===== src/srqc_pkg.sv =====
// ----------------------------------------------------------------------------
// srqc_pkg
// Shared types and constants of the read quality statistics core.
// ----------------------------------------------------------------------------
package srqc_pkg;

    // fixed widths and depths
    localparam int WIDE_W       = 48;
    localparam int TOTALS_DEPTH = 11;
    localparam int SCORE_W      = 7;
    localparam int FIFO_DEPTH   = 4;

    // base letter classes, codes of A to N equal the lane of the per-position row
    typedef enum logic [2:0] {
        LET_A     = 3'd0,
        LET_C     = 3'd1,
        LET_G     = 3'd2,
        LET_T     = 3'd3,
        LET_N     = 3'd4,
        LET_OTHER = 3'd5
    } letter_t;

    // read-out tables
    localparam logic [3:0] TBL_POS_A   = 4'd0;
    localparam logic [3:0] TBL_POS_C   = 4'd1;
    localparam logic [3:0] TBL_POS_G   = 4'd2;
    localparam logic [3:0] TBL_POS_T   = 4'd3;
    localparam logic [3:0] TBL_POS_N   = 4'd4;
    localparam logic [3:0] TBL_POS_QS  = 4'd5;
    localparam logic [3:0] TBL_BQ_HIST = 4'd6;
    localparam logic [3:0] TBL_MQ_HIST = 4'd7;
    localparam logic [3:0] TBL_GC_HIST = 4'd8;
    localparam logic [3:0] TBL_N_HIST  = 4'd9;
    localparam logic [3:0] TBL_LEN_HIST = 4'd10;
    localparam logic [3:0] TBL_TOTALS  = 4'd11;

    // run totals entries
    localparam int TOT_RAW_READS    = 0;
    localparam int TOT_RAW_BASES    = 1;
    localparam int TOT_PASSED_READS = 2;
    localparam int TOT_PASSED_QUALS = 3;
    localparam int TOT_GC_BASES     = 4;
    localparam int TOT_Q4           = 5;
    localparam int TOT_Q10          = 6;
    localparam int TOT_Q20          = 7;
    localparam int TOT_Q30          = 8;
    localparam int TOT_EXCESS_N     = 9;
    localparam int TOT_LOW_QUAL     = 10;

    // quality thresholds
    localparam logic [SCORE_W-1:0] Q_LEVEL_4  = 7'd4;
    localparam logic [SCORE_W-1:0] Q_LEVEL_10 = 7'd10;
    localparam logic [SCORE_W-1:0] Q_LEVEL_20 = 7'd20;
    localparam logic [SCORE_W-1:0] Q_LEVEL_30 = 7'd30;

    // configuration register indexes
    localparam logic [1:0] CFG_MAX_N_BASES    = 2'd0;
    localparam logic [1:0] CFG_LOW_QUAL_FRAC  = 2'd1;
    localparam logic [1:0] CFG_QUALITY_OFFSET = 2'd2;

    typedef struct packed {
        logic [8:0] max_n_bases;
        logic [8:0] low_qual_fraction;
        logic [6:0] quality_offset;
    } cfg_t;

    // classified item between front and back
    typedef struct packed {
        logic               req_type;
        letter_t            letter;
        logic [SCORE_W-1:0] score;
        logic               last_base;
        logic [3:0]         stat_table;
        logic [9:0]         stat_index;
    } item_t;

endpackage


===== src/srqc_fifo.sv =====
// ----------------------------------------------------------------------------
// srqc_fifo
// Short queue of classified items between front and back.
// ----------------------------------------------------------------------------
module srqc_fifo
    import srqc_pkg::*;
(
    input  logic  clk,
    input  logic  rst_n,
    input  logic  push,
    input  item_t push_item,
    input  logic  pop,
    output item_t head,
    output logic  head_valid,
    output logic  full
);

    localparam int PTR_W = $clog2(FIFO_DEPTH);

    item_t              slot_reg [FIFO_DEPTH];
    logic [PTR_W-1:0]   wr_ptr_reg;
    logic [PTR_W-1:0]   rd_ptr_reg;
    logic [PTR_W:0]     count_reg;

    assign head       = slot_reg[rd_ptr_reg];
    assign head_valid = (count_reg != '0);
    assign full       = (count_reg == (PTR_W+1)'(FIFO_DEPTH));

    // pointers and fill level
    always_ff @(posedge clk or negedge rst_n)
    begin
        if (!rst_n)
        begin
            wr_ptr_reg <= '0;
            rd_ptr_reg <= '0;
            count_reg  <= '0;
        end
        else
        begin
            if (push)
                wr_ptr_reg <= wr_ptr_reg + 1'b1;
            if (pop)
                rd_ptr_reg <= rd_ptr_reg + 1'b1;
            if (push && !pop)
                count_reg <= count_reg + 1'b1;
            else if (pop && !push)
                count_reg <= count_reg - 1'b1;
        end
    end

    // item storage
    always_ff @(posedge clk)
    begin
        if (push)
            slot_reg[wr_ptr_reg] <= push_item;
    end

endmodule


===== config.mk =====
export PLATFORM = sky130hd
export DESIGN_NAME = srqc_fifo
export DESIGN_NICKNAME = d
export VERILOG_FILES = /design/src/srqc_pkg.sv /design/src/srqc_fifo.sv
export SDC_FILE = /design/constraint.sdc
export NUM_CORES = 1
export LEC_CHECK = 0
export BUFFER_PORTS_ARGS = -buffer_cell sky130_fd_sc_hd__buf_2
export CORE_UTILIZATION = 30
export CTS_CLUSTER_SIZE = 16
export DETAILED_ROUTE_END_ITERATION = 7
export GPL_TIMING_DRIVEN = 1
export SLEW_MARGIN = 20
export SYNTH_ARGS = -nofsm -noshare
export SYNTH_HDL_FRONTEND = slang
export SYNTH_SLANG_ARGS = --single-unit

===== constraint.sdc =====
create_clock -name clk -period 2.3 [get_ports clk]
set_input_delay 0.23 -clock clk [delete_from_list [all_inputs] [get_ports clk]]
set_output_delay 0.23 -clock clk [all_outputs]
set_load 0.05 [all_outputs]

==> results.json <==
{
  "ant_nets": 0,
  "worst_slack_ps": 181.7,
  "cp.required_ps": 2070,
  "fill_cells": 1302,
  "core_sq_mm": 0.01345,
  "dr_total_vias": 1880,
  "syn-mean-instance-area_sq_um": 24.69,
  "clk_path_buf_depth": 2,
  "post-place-ws_ps": 511.9,
  "tns_ps": 0,
  "yosysTopAreaCell": "edfxtp_1",
  "synth_seq_area_share_pct": 78.59,
  "multi_input_area_sq_um": 822.0,
  "cp.arrival_ps": 1890,
  "vdd_drop_max_mv": 0.4583,
  "p_per_area_mw_per_mm2": 1406,
  "synth_enable_flop_cells": 104,
  "synth_top_area_share_pct": 74.42,
  "area_delta_synth_final_pct": 19.86,
  "die_area_sq_mm": 0.01446,
  "regArea_sq_mm": 0.003299,
  "dp_hpwl_mm": 4.590,
  "via_per_inst": 4.444,
  "cp_max_fo": 8,
  "cts_max_level": 3,
  "setup_viol": 0,
  "critPathTopFamily": "multiplexers",
  "fin_nets": 278,
  "cts_tree": "yes",
  "grt_pass1_vias": 2035,
  "finalWirelength_mm": 7.176,
  "syn-num-nets": 206,
  "synth.top_cells.by_count": "edfxtp_1 (104), mux4_2 (18), mux4_1 (8)",
  "grt_pass1_wl_mm": 11.41,
  "grt_setup_unrepaired": "false",
  "clkTransAtPathRegs_ps": 70,
  "drive_gt1_share_pct": 42.91,
  "gp_congestion": 0.6386,
  "grt_max_degree": 27,
  "start_util_pct": 31.19,
  "num_rows": 42,
  "fin_skew_ps": 7.131,
  "synthFlopType": "edfxtp_1",
  "drtPass1Iterations": 4,
  "overflow": 0,
  "crit_type": "flop to output pin",
  "pin_count": 58,
  "yosys_warnings": 0,
  "num_antenna_cells": 0,
  "worst_slew_pin_slew_ps": 444.6,
  "dieHeight_um": 120.3,
  "ys_top_cells_by_area": "edfxtp_1 (74%), mux4_2 (9.7%), mux4_1 (5.0%)",
  "cts-root-buf": "clkbuf_16",
  "track_usage_pct": 11.09,
  "period_share_pct": 92.10,
  "cpPeakStageDelay_ps": 560,
  "slowest_stage": "mux4_1",
  "yosysMostFrequentCell": "edfxtp_1",
  "largest_reg_flops": 104,
  "async_flop_share_pct": 6.306,
  "port_buffers": 57,
  "clock_latency_ps": 350,
  "cts.sinks": 111,
  "routedWlPerCell_um": 16.96,
  "netlist_area_sq_mm": 0.004197,
  "synth_seq_cells": 111,
  "min_path_type": "input port to flop",
  "syn_inst": 170,
  "start_kind": "flop",
  "ctsResizeCount": 0,
  "drv_cap": 0,
  "path_cells": "buf_4 -> mux4_1 -> buf_2",
  "drtIter0Drc": 105,
  "fmaxAchievable_mhz": 472.1,
  "fin_crit_ps": 2118,
  "drc": 0,
  "run_status": "finished clean",
  "worstSetupEndpointType": "output pin",
  "worst-path-buf-inv": 2,
  "finalHoldViolCount": 0,
  "relSlewSlack_pct": 70.36,
  "synth.distinct_cells": 19,
  "finish.utilization_pct": 37.39,
  "antenna_found_initial": 0,
  "cts_buffers": 9,
  "slew_violations": 0,
  "p_leak_nw": 1.770,
  "die_w_um": 120.3
}
## worst paths after layout
| path | from | endpoint | slack [ps] | depth (start not counted) |
|---|---|---|---|---|
| hold / removal | push_item[25] | slot_reg[2][25] | 100 | 1 |
| min in group asynchronous | rst_n | count_reg[0] | 240 | 2 |
| max in group asynchronous | rst_n | rd_ptr_reg[0] | 1870 | 2 |
| setup / recovery | rd_ptr_reg[0] | head[22] | 180 | 3 |
| setup reg to reg | wr_ptr_reg[0] | slot_reg[0][24] | 640 | 4 |
| hold reg to reg | rd_ptr_reg[1] | rd_ptr_reg[1] | 480 | 1 |
## metal layers
layer,GRT usage (%),share of wire [%],vias to the layer above
li1,-,-,852
met1,13.93,46,978
met2,17.49,48,38
met3,3.396,4.8,12
met4,5.324,1.8,0
met5,0,0,-
## report_power, final
group	switching (mW)	internal, mW
Sequential	0.155	2.66
Clock	0.691	0.846
Combinational	1.86	0.867
Total	2.70	4.37
## through the flow
step | instance area (sq um) | power (mW) | cells | hold WS, ps
after floorplan | 4197 | 5.025 | 170 | -65.59
after global placement | 4722 | 5.617 | 406 | 86.23
after detailed placement | 4722 | 5.655 | 406 | 87.69
after CTS | 5030 | 7.191 | 423 | 88.87
after global routing | 5030 | 7.427 | 423 | 85.59
final | 5030 | 7.072 | 423 | 95.82
## layout by cell type, fill, tap and decap left out, types with 4 or more instances in the layout
| cell | synthesis | final |
|---|---|---|
| edfxtp_1 | 104 | 104 |
| buf_2 | 3 | 57 |
| mux4_2 | 18 | 18 |
| clkbuf_16 | 0 | 9 |
| mux4_1 | 8 | 8 |
| buf_4 | 0 | 8 |
| dfrtp_1 | 7 | 6 |
| ha_1 | 5 | 5 |
| inv_1 | 4 | 4 |
| and2_2 | 0 | 4 |
| xor2_1 | 4 | 4 |
## worst register-to-register path, delay by kind of cell (launching register included)
kind,cells,cell delay [ps]
flops,1,430
simple gates,1,430
buf+inv,2,360
fa+ha+maj,1,150
## what timing repair did
action                                 CTS  global route
hold buffers                             1             0
setup buffers                            0             0
endpoints found under the hold margin    7             0
## cells by family (layout without fill, tap and decap cells)
logic type | count (synthesis) | count (layout) | share of synthesized area, %
AND/OR/NAND/NOR | 9 | 9 | 1.193
AO/OA/AOI/OAI | 1 | 1 | 0.1191
flip-flops | 111 | 111 | 78.59
adder cells (fa/ha/maj) | 6 | 6 | 1.968
XOR/XNOR | 6 | 6 | 1.252
buffers and inverters | 10 | 87 | 1.938
multiplexers | 27 | 27 | 14.94
## area by class of cell
| cell class | instances | area share (%) |
|---|---|---|
| Clock inverter | 7 | 1.443 |
| Multi-Input combinational cell | 49 | 16.34 |
| Inverter | 4 | 0.2985 |
| Clock buffer | 9 | 4.478 |
| Sequential cell | 111 | 65.60 |
| Tap cell | 176 | 4.378 |
| Timing Repair Buffer | 67 | 7.463 |
Power figures use the tool's default switching activity.
