## config.mk

```make
export PLATFORM = sky130hd
export DESIGN_NAME = srqc_front_flat
export DESIGN_NICKNAME = d
export VERILOG_FILES = /design/src/srqc_pkg.sv /design/src/srqc_ifs.sv /design/src/srqc_front.sv /design/src/flat_wrapper.sv
export SDC_FILE = /design/constraint.sdc
export NUM_CORES = 1
export LEC_CHECK = 0
export ABC_AREA = 1
export ABC_CLOCK_PERIOD_IN_PS = 1950
export BUFFER_PORTS_ARGS = -buffer_cell sky130_fd_sc_hd__buf_2
export CORE_MARGIN = 5
export CORE_UTILIZATION = 39
export DETAILED_ROUTE_END_ITERATION = 16
export PLACE_DENSITY_LB_ADDON = 0.1
export SLEW_MARGIN = 25
export SYNTH_ARGS = -nofsm -noshare
export SYNTH_HDL_FRONTEND = slang
export SYNTH_SLANG_ARGS = --single-unit
```

## constraint.sdc

```tcl
create_clock -name vclk -period 1.95
set_input_delay 0 -clock vclk [all_inputs]
set_output_delay 0 -clock vclk [all_outputs]
set_load 0.02 [all_outputs]
```

## src/srqc_pkg.sv

```systemverilog
// ----------------------------------------------------------------------------
// srqc_pkg
// Shared types and constants of the read quality statistics core.
// ----------------------------------------------------------------------------
package srqc_pkg;

    // fixed widths and depths
    localparam int WIDE_W       = 48;
    localparam int TOTALS_DEPTH = 11;
    localparam int SCORE_W      = 7;
    localparam int FIFO_DEPTH   = 4;

    // base letter classes, codes of A to N equal the lane of the per-position row
    typedef enum logic [2:0] {
        LET_A     = 3'd0,
        LET_C     = 3'd1,
        LET_G     = 3'd2,
        LET_T     = 3'd3,
        LET_N     = 3'd4,
        LET_OTHER = 3'd5
    } letter_t;

    // read-out tables
    localparam logic [3:0] TBL_POS_A   = 4'd0;
    localparam logic [3:0] TBL_POS_C   = 4'd1;
    localparam logic [3:0] TBL_POS_G   = 4'd2;
    localparam logic [3:0] TBL_POS_T   = 4'd3;
    localparam logic [3:0] TBL_POS_N   = 4'd4;
    localparam logic [3:0] TBL_POS_QS  = 4'd5;
    localparam logic [3:0] TBL_BQ_HIST = 4'd6;
    localparam logic [3:0] TBL_MQ_HIST = 4'd7;
    localparam logic [3:0] TBL_GC_HIST = 4'd8;
    localparam logic [3:0] TBL_N_HIST  = 4'd9;
    localparam logic [3:0] TBL_LEN_HIST = 4'd10;
    localparam logic [3:0] TBL_TOTALS  = 4'd11;

    // run totals entries
    localparam int TOT_RAW_READS    = 0;
    localparam int TOT_RAW_BASES    = 1;
    localparam int TOT_PASSED_READS = 2;
    localparam int TOT_PASSED_QUALS = 3;
    localparam int TOT_GC_BASES     = 4;
    localparam int TOT_Q4           = 5;
    localparam int TOT_Q10          = 6;
    localparam int TOT_Q20          = 7;
    localparam int TOT_Q30          = 8;
    localparam int TOT_EXCESS_N     = 9;
    localparam int TOT_LOW_QUAL     = 10;

    // quality thresholds
    localparam logic [SCORE_W-1:0] Q_LEVEL_4  = 7'd4;
    localparam logic [SCORE_W-1:0] Q_LEVEL_10 = 7'd10;
    localparam logic [SCORE_W-1:0] Q_LEVEL_20 = 7'd20;
    localparam logic [SCORE_W-1:0] Q_LEVEL_30 = 7'd30;

    // configuration register indexes
    localparam logic [1:0] CFG_MAX_N_BASES    = 2'd0;
    localparam logic [1:0] CFG_LOW_QUAL_FRAC  = 2'd1;
    localparam logic [1:0] CFG_QUALITY_OFFSET = 2'd2;

    typedef struct packed {
        logic [8:0] max_n_bases;
        logic [8:0] low_qual_fraction;
        logic [6:0] quality_offset;
    } cfg_t;

    // classified item between front and back
    typedef struct packed {
        logic               req_type;
        letter_t            letter;
        logic [SCORE_W-1:0] score;
        logic               last_base;
        logic [3:0]         stat_table;
        logic [9:0]         stat_index;
    } item_t;

endpackage

```

## src/srqc_ifs.sv

```systemverilog
// ----------------------------------------------------------------------------
// srqc_ifs
// Valid/ready channels for input items and result items.
// ----------------------------------------------------------------------------
interface srqc_in_if;
    logic       valid;
    logic       ready;
    logic       req_type;
    logic [7:0] base_letter;
    logic [7:0] quality_char;
    logic       last_base;
    logic [3:0] stat_table;
    logic [9:0] stat_index;

    modport source (
        output valid, req_type, base_letter, quality_char, last_base, stat_table,
               stat_index,
        input  ready
    );
    modport sink (
        input  valid, req_type, base_letter, quality_char, last_base, stat_table,
               stat_index,
        output ready
    );
    // passive view for watching the channel
    modport monitor (
        input  valid, ready, req_type, base_letter, quality_char, last_base,
               stat_table, stat_index
    );
endinterface


```

## src/srqc_front.sv

```systemverilog
// ----------------------------------------------------------------------------
// srqc_front
// Accepts items, classifies the base letter and computes the clamped score.
// ----------------------------------------------------------------------------
module srqc_front
    import srqc_pkg::*;
#(
    parameter int QUAL_LEVELS = 64
)
(
    srqc_in_if.sink in_ch,
    input  cfg_t    cfg,
    input  logic    fifo_full,
    input  logic    clearing,
    output logic    push,
    output item_t   push_item
);

    logic [7:0] raw_q;
    logic [7:0] clamp_q;

    // accept while the queue has room and the stores are not being cleared
    assign in_ch.ready = ~fifo_full & ~clearing;
    assign push        = in_ch.valid & in_ch.ready;

    // quality score, clamped to the histogram range
    always_comb
    begin
        raw_q = (in_ch.quality_char >= {1'b0, cfg.quality_offset})
              ? in_ch.quality_char - {1'b0, cfg.quality_offset} : 8'd0;
        clamp_q = (raw_q > 8'(QUAL_LEVELS - 1)) ? 8'(QUAL_LEVELS - 1) : raw_q;
    end

    // letter class and item fields
    always_comb
    begin
        push_item.req_type   = in_ch.req_type;
        push_item.score      = clamp_q[SCORE_W-1:0];
        push_item.last_base  = in_ch.last_base;
        push_item.stat_table = in_ch.stat_table;
        push_item.stat_index = in_ch.stat_index;
        case (in_ch.base_letter)
            8'h41:   push_item.letter = LET_A;
            8'h43:   push_item.letter = LET_C;
            8'h47:   push_item.letter = LET_G;
            8'h54:   push_item.letter = LET_T;
            8'h4E:   push_item.letter = LET_N;
            default: push_item.letter = LET_OTHER;
        endcase
    end

endmodule

```

## src/flat_wrapper.sv

```systemverilog
// flat-port wrapper written by rule: the top's interface ports become plain ports
module srqc_front_flat import srqc_pkg::*;
#(
    parameter int QUAL_LEVELS = 64
)
  (cfg, fifo_full, clearing, push, push_item, in_ch_valid, in_ch_req_type, in_ch_base_letter, in_ch_quality_char, in_ch_last_base, in_ch_stat_table, in_ch_stat_index, in_ch_ready);
  srqc_in_if in_ch_i ();
  input  cfg_t cfg;
  input  logic fifo_full;
  input  logic clearing;
  output logic push;
  output item_t push_item;
  input wire logic [$bits(in_ch_i.valid)-1:0] in_ch_valid;
  input wire logic [$bits(in_ch_i.req_type)-1:0] in_ch_req_type;
  input wire logic [$bits(in_ch_i.base_letter)-1:0] in_ch_base_letter;
  input wire logic [$bits(in_ch_i.quality_char)-1:0] in_ch_quality_char;
  input wire logic [$bits(in_ch_i.last_base)-1:0] in_ch_last_base;
  input wire logic [$bits(in_ch_i.stat_table)-1:0] in_ch_stat_table;
  input wire logic [$bits(in_ch_i.stat_index)-1:0] in_ch_stat_index;
  output wire logic [$bits(in_ch_i.ready)-1:0] in_ch_ready;
  assign in_ch_i.valid = in_ch_valid;
  assign in_ch_i.req_type = in_ch_req_type;
  assign in_ch_i.base_letter = in_ch_base_letter;
  assign in_ch_i.quality_char = in_ch_quality_char;
  assign in_ch_i.last_base = in_ch_last_base;
  assign in_ch_i.stat_table = in_ch_stat_table;
  assign in_ch_i.stat_index = in_ch_stat_index;
  assign in_ch_ready = in_ch_i.ready;
  srqc_front #(.QUAL_LEVELS(QUAL_LEVELS)) u_core (.in_ch(in_ch_i), .cfg(cfg), .fifo_full(fifo_full), .clearing(clearing), .push(push), .push_item(push_item));
endmodule
```

==> results of run 1 <==
## report_power, final
part           switching, mW  internal (mW)
logic                  0.159          0.104
clock network              0              0
registers                  0              0
total                  0.159          0.104
## path summary, 6_finish.rpt
kind	from	endpoint	slack [ps]	depth (start not counted)
setup / recovery	in_ch_quality_char[0]	push_item[18]	370	12
hold / removal	in_ch_stat_table[1]	push_item[11]	0.006	0
## through the flow
step           setup WS (ps)  util (%)  hold slack (ps)  power (mW)  area (µm²)
2_1_floorplan            631         -             74.9       0.235         777
3_3_place_gp             375      45.2            0.137       0.263         868
3_5_place_dp             356      45.2            0.137       0.265         868
4_1_cts                  352      45.2            0.137       0.266         868
5_1_grt                  230      45.2           0.0292       0.296         868
6_report                 373      45.2          0.00647       0.263         868
## cells in the mapped netlist, drive strengths merged
| master | n |
|---|---|
| buf | 17 |
| conb | 1 |
| nand4 | 2 |
| nor3b | 2 |
| nand3 | 20 |
| inv | 30 |
| xor2 | 1 |
| fa | 1 |
| or2 | 2 |
| xnor2 | 1 |
| nand3b | 1 |
| nor2 | 13 |
| a21oi | 2 |
| ha | 7 |
| nor3 | 1 |
| o21ai | 1 |
| nand2 | 37 |
## critical path: stages
cell	delay, ps
buf_2	70
inv_1	30
ha_1	220
fa_1	360
inv_1	70
nand2_1	60
nand2_1	120
nand3_1	100
nand3b_1	140
nand3_4	120
nand3_1	110
buf_2	160
## kinds of logic after synthesis
kind of cell,count (synthesis)
and+or+nand+nor,78
buffers and inverters,47
adders and majority gates,8
AOI/OAI and AO/OA,3
xor gates and xnor gates,2
other,1
## final cells by class
cell class / count / area share (%)
inverters: 30 / 13.0
multi-input cells: 92 / 61.8
well taps: 27 / 3.89
repair buffers: 37 / 21.3
## metal layers
| metal | global-route usage, % | up-vias |
|---|---|---|
| li1 | - | 451 |
| met1 | 12.9 | 351 |
| met2 | 22.8 | 26 |
| met3 | 1.09 | 0 |
| met4 | 0 | 0 |
| met5 | 0 | - |
==> qor.yml, run 1 <==
run_status:
  outcome: "complete, no violations"
flow_run:
  drv_cap: 0
finish:
  drive_gt1_share_pct: 28.9
  clkbuf_count: 0
  seq_area_um2: 0
  final_cell_mix: "buf_2 (37), nand2_1 (35), inv_1 (30), nand3_1 (16), nor2_1 (12)"
  seq_cells: 0
  instances_no_fill: 186
  final_common_cell: "buf_2"
  area_delta_synth_final_pct: 11.8
  multiInputGateArea_um2: 537
  diodes: 0
  nFillCells: 238
  final_net_count: 229
yosys:
  synthAdderAreaFrac_pct: 13.8
  syn_area_per_cell_um2: 5.59
  synthesis.nets: 207
  yosys_warnings: 0
  synth_top_area_cell: "nand2_1"
  synth_cells: 139
  synth-simple-area-share_pct: 50.6
  ys_seq_area_share_pct: 0
  synth_cell_type_count: 22
  muxShareOfSynthArea_pct: 0
  synth_top_area_share_pct: 16.9
  yosys-top-cells-area: "nand2_1 (17%), buf_4 (16%), inv_1 (14%)"
  synth_top_family_by_area: "simple AND/OR/NAND/NOR gates"
  synth_compound_area_share_pct: 1.93
  syn-cell-area_um2: 777
  yosys.area_share.xor_xnor_pct: 2.25
power_and_ir_drop:
  power-per-cell-area_mw_per_mm2: 302
  p_leak_nw: 0.551
  ir_worst_vdd_mv: 0.144
critical_path:
  crit_path_end_kind: "output port"
  crit_required_ps: 1950
  criticalPathCategory: "primary input to output port"
  start_kind: "primary input"
  critPathMaxFanout: 6
  critPathArrivalTime_ps: 1580
sta:
  period_share_pct: 80.9
  final_hold_viol_count: 0
  fin_setup_tns_ps: 0
  drv_slew: 0
  min_period_ps: 1580
  setup_viol: 0
  fmax_mhz: 634
  rsz0062_at_grt: "no"
route:
  vias: 828
  wl_met3_um: 136
  routed_wl_mm: 1.67
  viasPerCell: 4.45
  first_pass_iters: 4
  drc: 0
  drtIter0Drc: 12
  wl_met1_um: 639
  ant_nets: 0
  routed-wl-met2_um: 896
  routed.top_layer: "met3"
  post_drt_wl_per_cell_um: 8.99
min_path:
  hp-class: "primary input to output port"
global_routing:
  grt_pass1_vias: 712
  grt_pass1_wl_mm: 2.64
  grt_overflow: 0
  grt_usage_pct: 11.2
  antenna_found_initial: 0
  grt_max_degree: 9
die:
  die_w_um: 54.6
  die_area_mm2: 0.00298
  num_rows: 16
  die_height_um: 54.6
  initial_core_util_pct: 40.4
  io_pins: 88
  core-area_mm2: 0.00192
place:
  place_congestion: 0.763
  dp_hpwl_mm: 1.55
  dp_cells: 186
  place.port_buffers: 37
clock_tree:
  post_cts_buffers: 0
  postCtsHoldBufs: 0
  postCtsResizedCells: 0
Power figures use the tool's default switching activity.
==> run 2: changes to the inputs <==
- ABC_AREA: 1 -> 0
- ABC_CLOCK_PERIOD_IN_PS: 1950 -> 1600
- CORE_UTILIZATION: 39 -> 34
- clock period: 1.95 -> 1.6 ns (I/O delays scaled with it)
==> run 2 against run 1 <==
Cell count fell by 20%. Critical path type unchanged. Global-route usage grew 0.49 points. Area after synthesis down 13%. Highest routed layer is now met4.
==> qor.yml, run 2 <==
run_status:
  outcome: "complete, no violations"
critical_path:
  start_kind: "primary input"
  crit_required_ps: 1600
  criticalPathCategory: "primary input to output port"
  crit_path_end_kind: "output port"
  critPathArrivalTime_ps: 1580
  critPathMaxFanout: 6
sta:
  setup_viol: 0
  final_hold_viol_count: 0
  rsz0062_at_grt: "yes"
  period_share_pct: 98.9
  setup_ws_ps: 18.2
  hold_ws_ps: 0.00883
  drv_slew: 0
  min_period_ps: 1580
  fmax_mhz: 632
finish:
  final_common_cell: "buf_2"
  stdcell_area_um2: 933
  fin_util_pct: 48.6
  final_cell_mix: "buf_2 (29), buf_4 (16), inv_1 (9), a31oi_1 (6), nand2_1 (5)"
  drive_gt1_share_pct: 51.2
  clkbuf_count: 0
  seq_area_um2: 0
  area_delta_synth_final_pct: 38.1
  final_net_count: 191
  nFillCells: 217
  seq_cells: 0
  diodes: 0
place:
  place_congestion: 0.763
  dp_hpwl_mm: 1.54
  dp_slack_ps: -160
  place.port_buffers: 37
  place_area_um2: 827
yosys:
  syn_area_per_cell_um2: 7.42
  yosysMostFrequentCell: "buf_4"
  syn-cell-area_um2: 676
  synth_compound_area_share_pct: 26.3
  synthAdderAreaFrac_pct: 15.9
  synth_top_area_cell: "buf_4"
  yosys-top-cells-area: "buf_4 (19%), ha_1 (13%), a31oi_1 (6.5%)"
  synth-simple-area-share_pct: 23.9
  ys_seq_area_share_pct: 0
  synthesis.nets: 159
  muxShareOfSynthArea_pct: 3.70
  yosys_warnings: 0
  yosys.area_share.xor_xnor_pct: 5.19
  synth_top_family_by_area: "compound AO/OA/AOI/OAI gates"
  synth_commonest_cells: "buf_4 (17), inv_1 (10), a31oi_1 (7), ha_1 (7), nand2_1 (6)"
  synth_cells: 91
  synth_cell_type_count: 32
  synth_top_area_share_pct: 18.9
power_and_ir_drop:
  p_total_mw: 0.377
  p_clk_share_pct: 0
  switching_share_pct: 50.5
  power.internal_mw: 0.187
  power-per-cell-area_mw_per_mm2: 404
  p_leak_nw: 0.462
  ir_worst_vdd_mv: 0.163
  p_sw_mw: 0.191
  seqPwrFrac_pct: 0
  combPwrFrac_pct: 100.0
global_routing:
  antenna_found_initial: 0
  grt_max_degree: 7
  grt_pass1_vias: 677
  grt_usage_pct: 11.7
  grt_pass1_wl_mm: 2.77
  grt_overflow: 0
route:
  drtIter0Drc: 6
  routed_wl_mm: 1.82
  first_pass_iters: 4
  viasPerCell: 4.85
  post_drt_wl_per_cell_um: 12.3
  drc: 0
  ant_nets: 0
  vias: 718
die:
  initial_core_util_pct: 35.2
  die_area_mm2: 0.00298
  die_w_um: 54.6
  core-area_mm2: 0.00192
  io_pins: 88
  die_height_um: 54.6
  num_rows: 16
clock_tree:
  postCtsHoldBufs: 0
min_path:
  hp-class: "primary input to output port"
flow_run:
  drv_cap: 0
==> run 2: final cells by class <==
type / count / area, µm² / area share [%]
Inverter: 10 / 40.0 / 4.29
Multi-Input combinational cell: 64 / 572 / 61.3
Tap cell: 27 / 33.8 / 3.62
Timing Repair Buffer: 47 / 288 / 30.8
==> run 2: critical path, stage by stage <==
cell	delay (ps)
buf_6	100
ha_4	150
fa_2	360
nor2b_4	130
o31a_1	140
mux2i_1	210
nand2_2	120
a31oi_1	200
buf_4	170
==> run 2: metal layers <==
metal | GRT usage (%) | vias to the layer above | share of wire, %
met5 | 0 | - | 0
met4 | 1.24 | 0 | 0.55
met3 | 1.36 | 4 | 11
met2 | 21.9 | 30 | 52
met1 | 14.4 | 318 | 36
li1 | - | 366 | -
==> run 2: final timing paths <==
check	to	startpoint	depth (start not counted)	slack, ps
hold / removal	push_item[4]	in_ch_stat_index[4]	0	0.009
setup / recovery	push_item[18]	cfg[0]	9	20
==> run 2: kinds of logic after synthesis <==
logic type      count (synthesis)
xor+xnor                        4
simple gates                   26
fa+ha+maj                       8
buf+inv                        27
mux                             2
other cells                     1
compound gates                 23
==> run 2: power groups by stage <==
stage | clock network, mW | registers, mW | logic (mW)
2_1_floorplan | 0 | 0 | 0.272
3_3_place_gp | 0 | 0 | 0.333
3_5_place_dp | 0 | 0 | 0.332
4_1_cts | 0 | 0 | 0.361
5_1_grt | 0 | 0 | 0.419
6_report | 0 | 0 | 0.377
==> run 2: what timing repair did <==
item | 4_1_cts | 5_1_grt
buffers inserted | 0 | 2
hold endpoints to repair | 0 | 0
setup endpoints to repair | 6 | 6
cloned | 0 | 0
gates resized for setup | 12 | 6
pin swaps | 7 | 7
==> run 2: per-stage QoR <==
stage	TNS, ps	cells
after floorplan	-126	91
after global placement	-673	146
after detailed placement	-804	146
after CTS	-34.9	146
after global routing	-190	148
final	0	148
==> run 3: changes to the inputs <==
- CELL_PAD_IN_SITES_DETAIL_PLACEMENT: not set -> 1
- CELL_PAD_IN_SITES_GLOBAL_PLACEMENT: not set -> 2
- CORE_ASPECT_RATIO: not set -> 1.2
- CORE_UTILIZATION: 34 -> 14
- SETUP_SLACK_MARGIN: not set -> 0.5
==> run 3 against run 2 <==
The run now ends with setup timing left. Count of clock-buffer cells in the layout unchanged. Die area increased by 110%. Global-route usage decreased by 4.5 points. Power increased by 36%. Sequential share of layout area unchanged. Highest routed layer unchanged.
==> qor.yml, run 3 (synthesized netlist as in run 2, its figures left out) <==
sta:
  min_period_ps: 1690
  period_share_pct: 106
  final_hold_viol_count: 0
  fmax_mhz: 590
  drv_slew: 0
  setup_viol: 6
  rsz0062_at_grt: "yes"
  setup_ws_ps: -94.1
power_and_ir_drop:
  p_leak_nw: 0.518
  ir_worst_vdd_mv: 0.101
  p_total_mw: 0.514
  power-per-cell-area_mw_per_mm2: 452
route:
  first_pass_iters: 3
  drtIter0Drc: 29
  vias: 778
  routed_wl_mm: 2.24
  drc: 0
  post_drt_wl_per_cell_um: 12.1
  ant_nets: 0
  viasPerCell: 4.21
critical_path:
  critPathBufInv: 2
  critical-path-max-stage-delay_ps: 420
  cp_slowest_cell: "mux2_4"
  path_cells: "buf_2, ha_1, o211ai_2, a21oi_2, nor4_2, mux2_4, a31oi_4, buf_6"
  critPathMaxFanout: 6
  crit_required_ps: 1600
  criticalPathCategory: "primary input to output port"
  crit_path_end_kind: "output port"
  crit_family: "multiplexers"
  critPathArrivalTime_ps: 1690
  start_kind: "primary input"
finish:
  instances_no_fill: 185
  nFillCells: 552
  final_common_cell: "buf_2"
  drive_gt1_share_pct: 58.3
  multiInputGateArea_um2: 646
  final_net_count: 197
  clkbuf_count: 0
  area_delta_synth_final_pct: 68.3
  diodes: 0
  seq_cells: 0
  final_cell_mix: "buf_2 (29), buf_4 (14), buf_6 (9), inv_1 (8), a31oi_4 (6)"
  seq_area_um2: 0
die:
  initial_core_util_pct: 14.6
  num_rows: 27
  core-area_mm2: 0.00463
  die_area_mm2: 0.00632
  io_pins: 88
  die_w_um: 73.4
  die_height_um: 86.1
place:
  dp_slack_ps: -325
  place.port_buffers: 37
  place_congestion: 0.657
  dp_hpwl_mm: 2.02
  dp_cells: 180
run_status:
  outcome: "complete, but fails checks"
  failed_checks: "setup timing"
min_path:
  hp-class: "primary input to output port"
global_routing:
  grt_pass1_wl_mm: 3.82
  antenna_found_initial: 0
  grt_usage_pct: 7.19
  grt_overflow: 0
  grt_pass1_vias: 797
  grt_max_degree: 7
clock_tree:
  postCtsHoldBufs: 0
flow_run:
  drv_cap: 0
-- run 3: cell count changes in the layout (fill, tap and decap cells not counted), moves of 2 or more --
cell,delta
ha_4,-2
a31oi_1,-6
buf_6,+7
a31oi_4,+6
buf_4,-2
ha_1,+2
-- run 3: path summary, 6_finish.rpt --
path                             startpoint       endpoint  cells past startpoint
worst min-delay path    in_ch_stat_index[1]   push_item[1]                      0
worst max-delay path  in_ch_quality_char[3]  push_item[20]                      8
-- run 3: cell type report --
class / count / share of cell area [%]
multi-input cells: 64 / 56.8
inverters: 10 / 4.62
repair buffers: 53 / 32.2
well taps: 58 / 6.38
-- run 3: stage by stage --
stage	hold slack [ps]	setup TNS [ps]	utilization (%)	area [µm²]
floorplan	79.6	0	-	815
global route	0.0292	-1110	24.6	1140
finish	0.00776	-455	24.6	1140
detailed placement	0.149	-1890	22.2	1030
CTS	0.149	-808	24.3	1130
global placement	0.149	-1790	22.2	1030
-- run 3: timing repair --
| action | CTS | global route |
|---|---|---|
| setup endpoints to repair | 6 | 6 |
| pin swaps | 13 | 8 |
| setup buffers | 4 | 1 |
| gates resized for setup | 21 | 1 |
-- run 3: power by group --
group | total, mW | switching (mW) | internal (mW) | leakage (nW)
registers | 0 | 0 | 0 | 0
logic | 0.514 | 0.257 | 0.256 | 0.518
clock network | 0 | 0 | 0 | 0
-- run 3: per-layer routing --
layer	part of all wire (%)	track usage [%]	routed length, µm
met1	43	9.05	961
met2	49	13.1	1090
met3	7.4	1.06	166
met4	1.1	0.824	25
met5	0	0	0
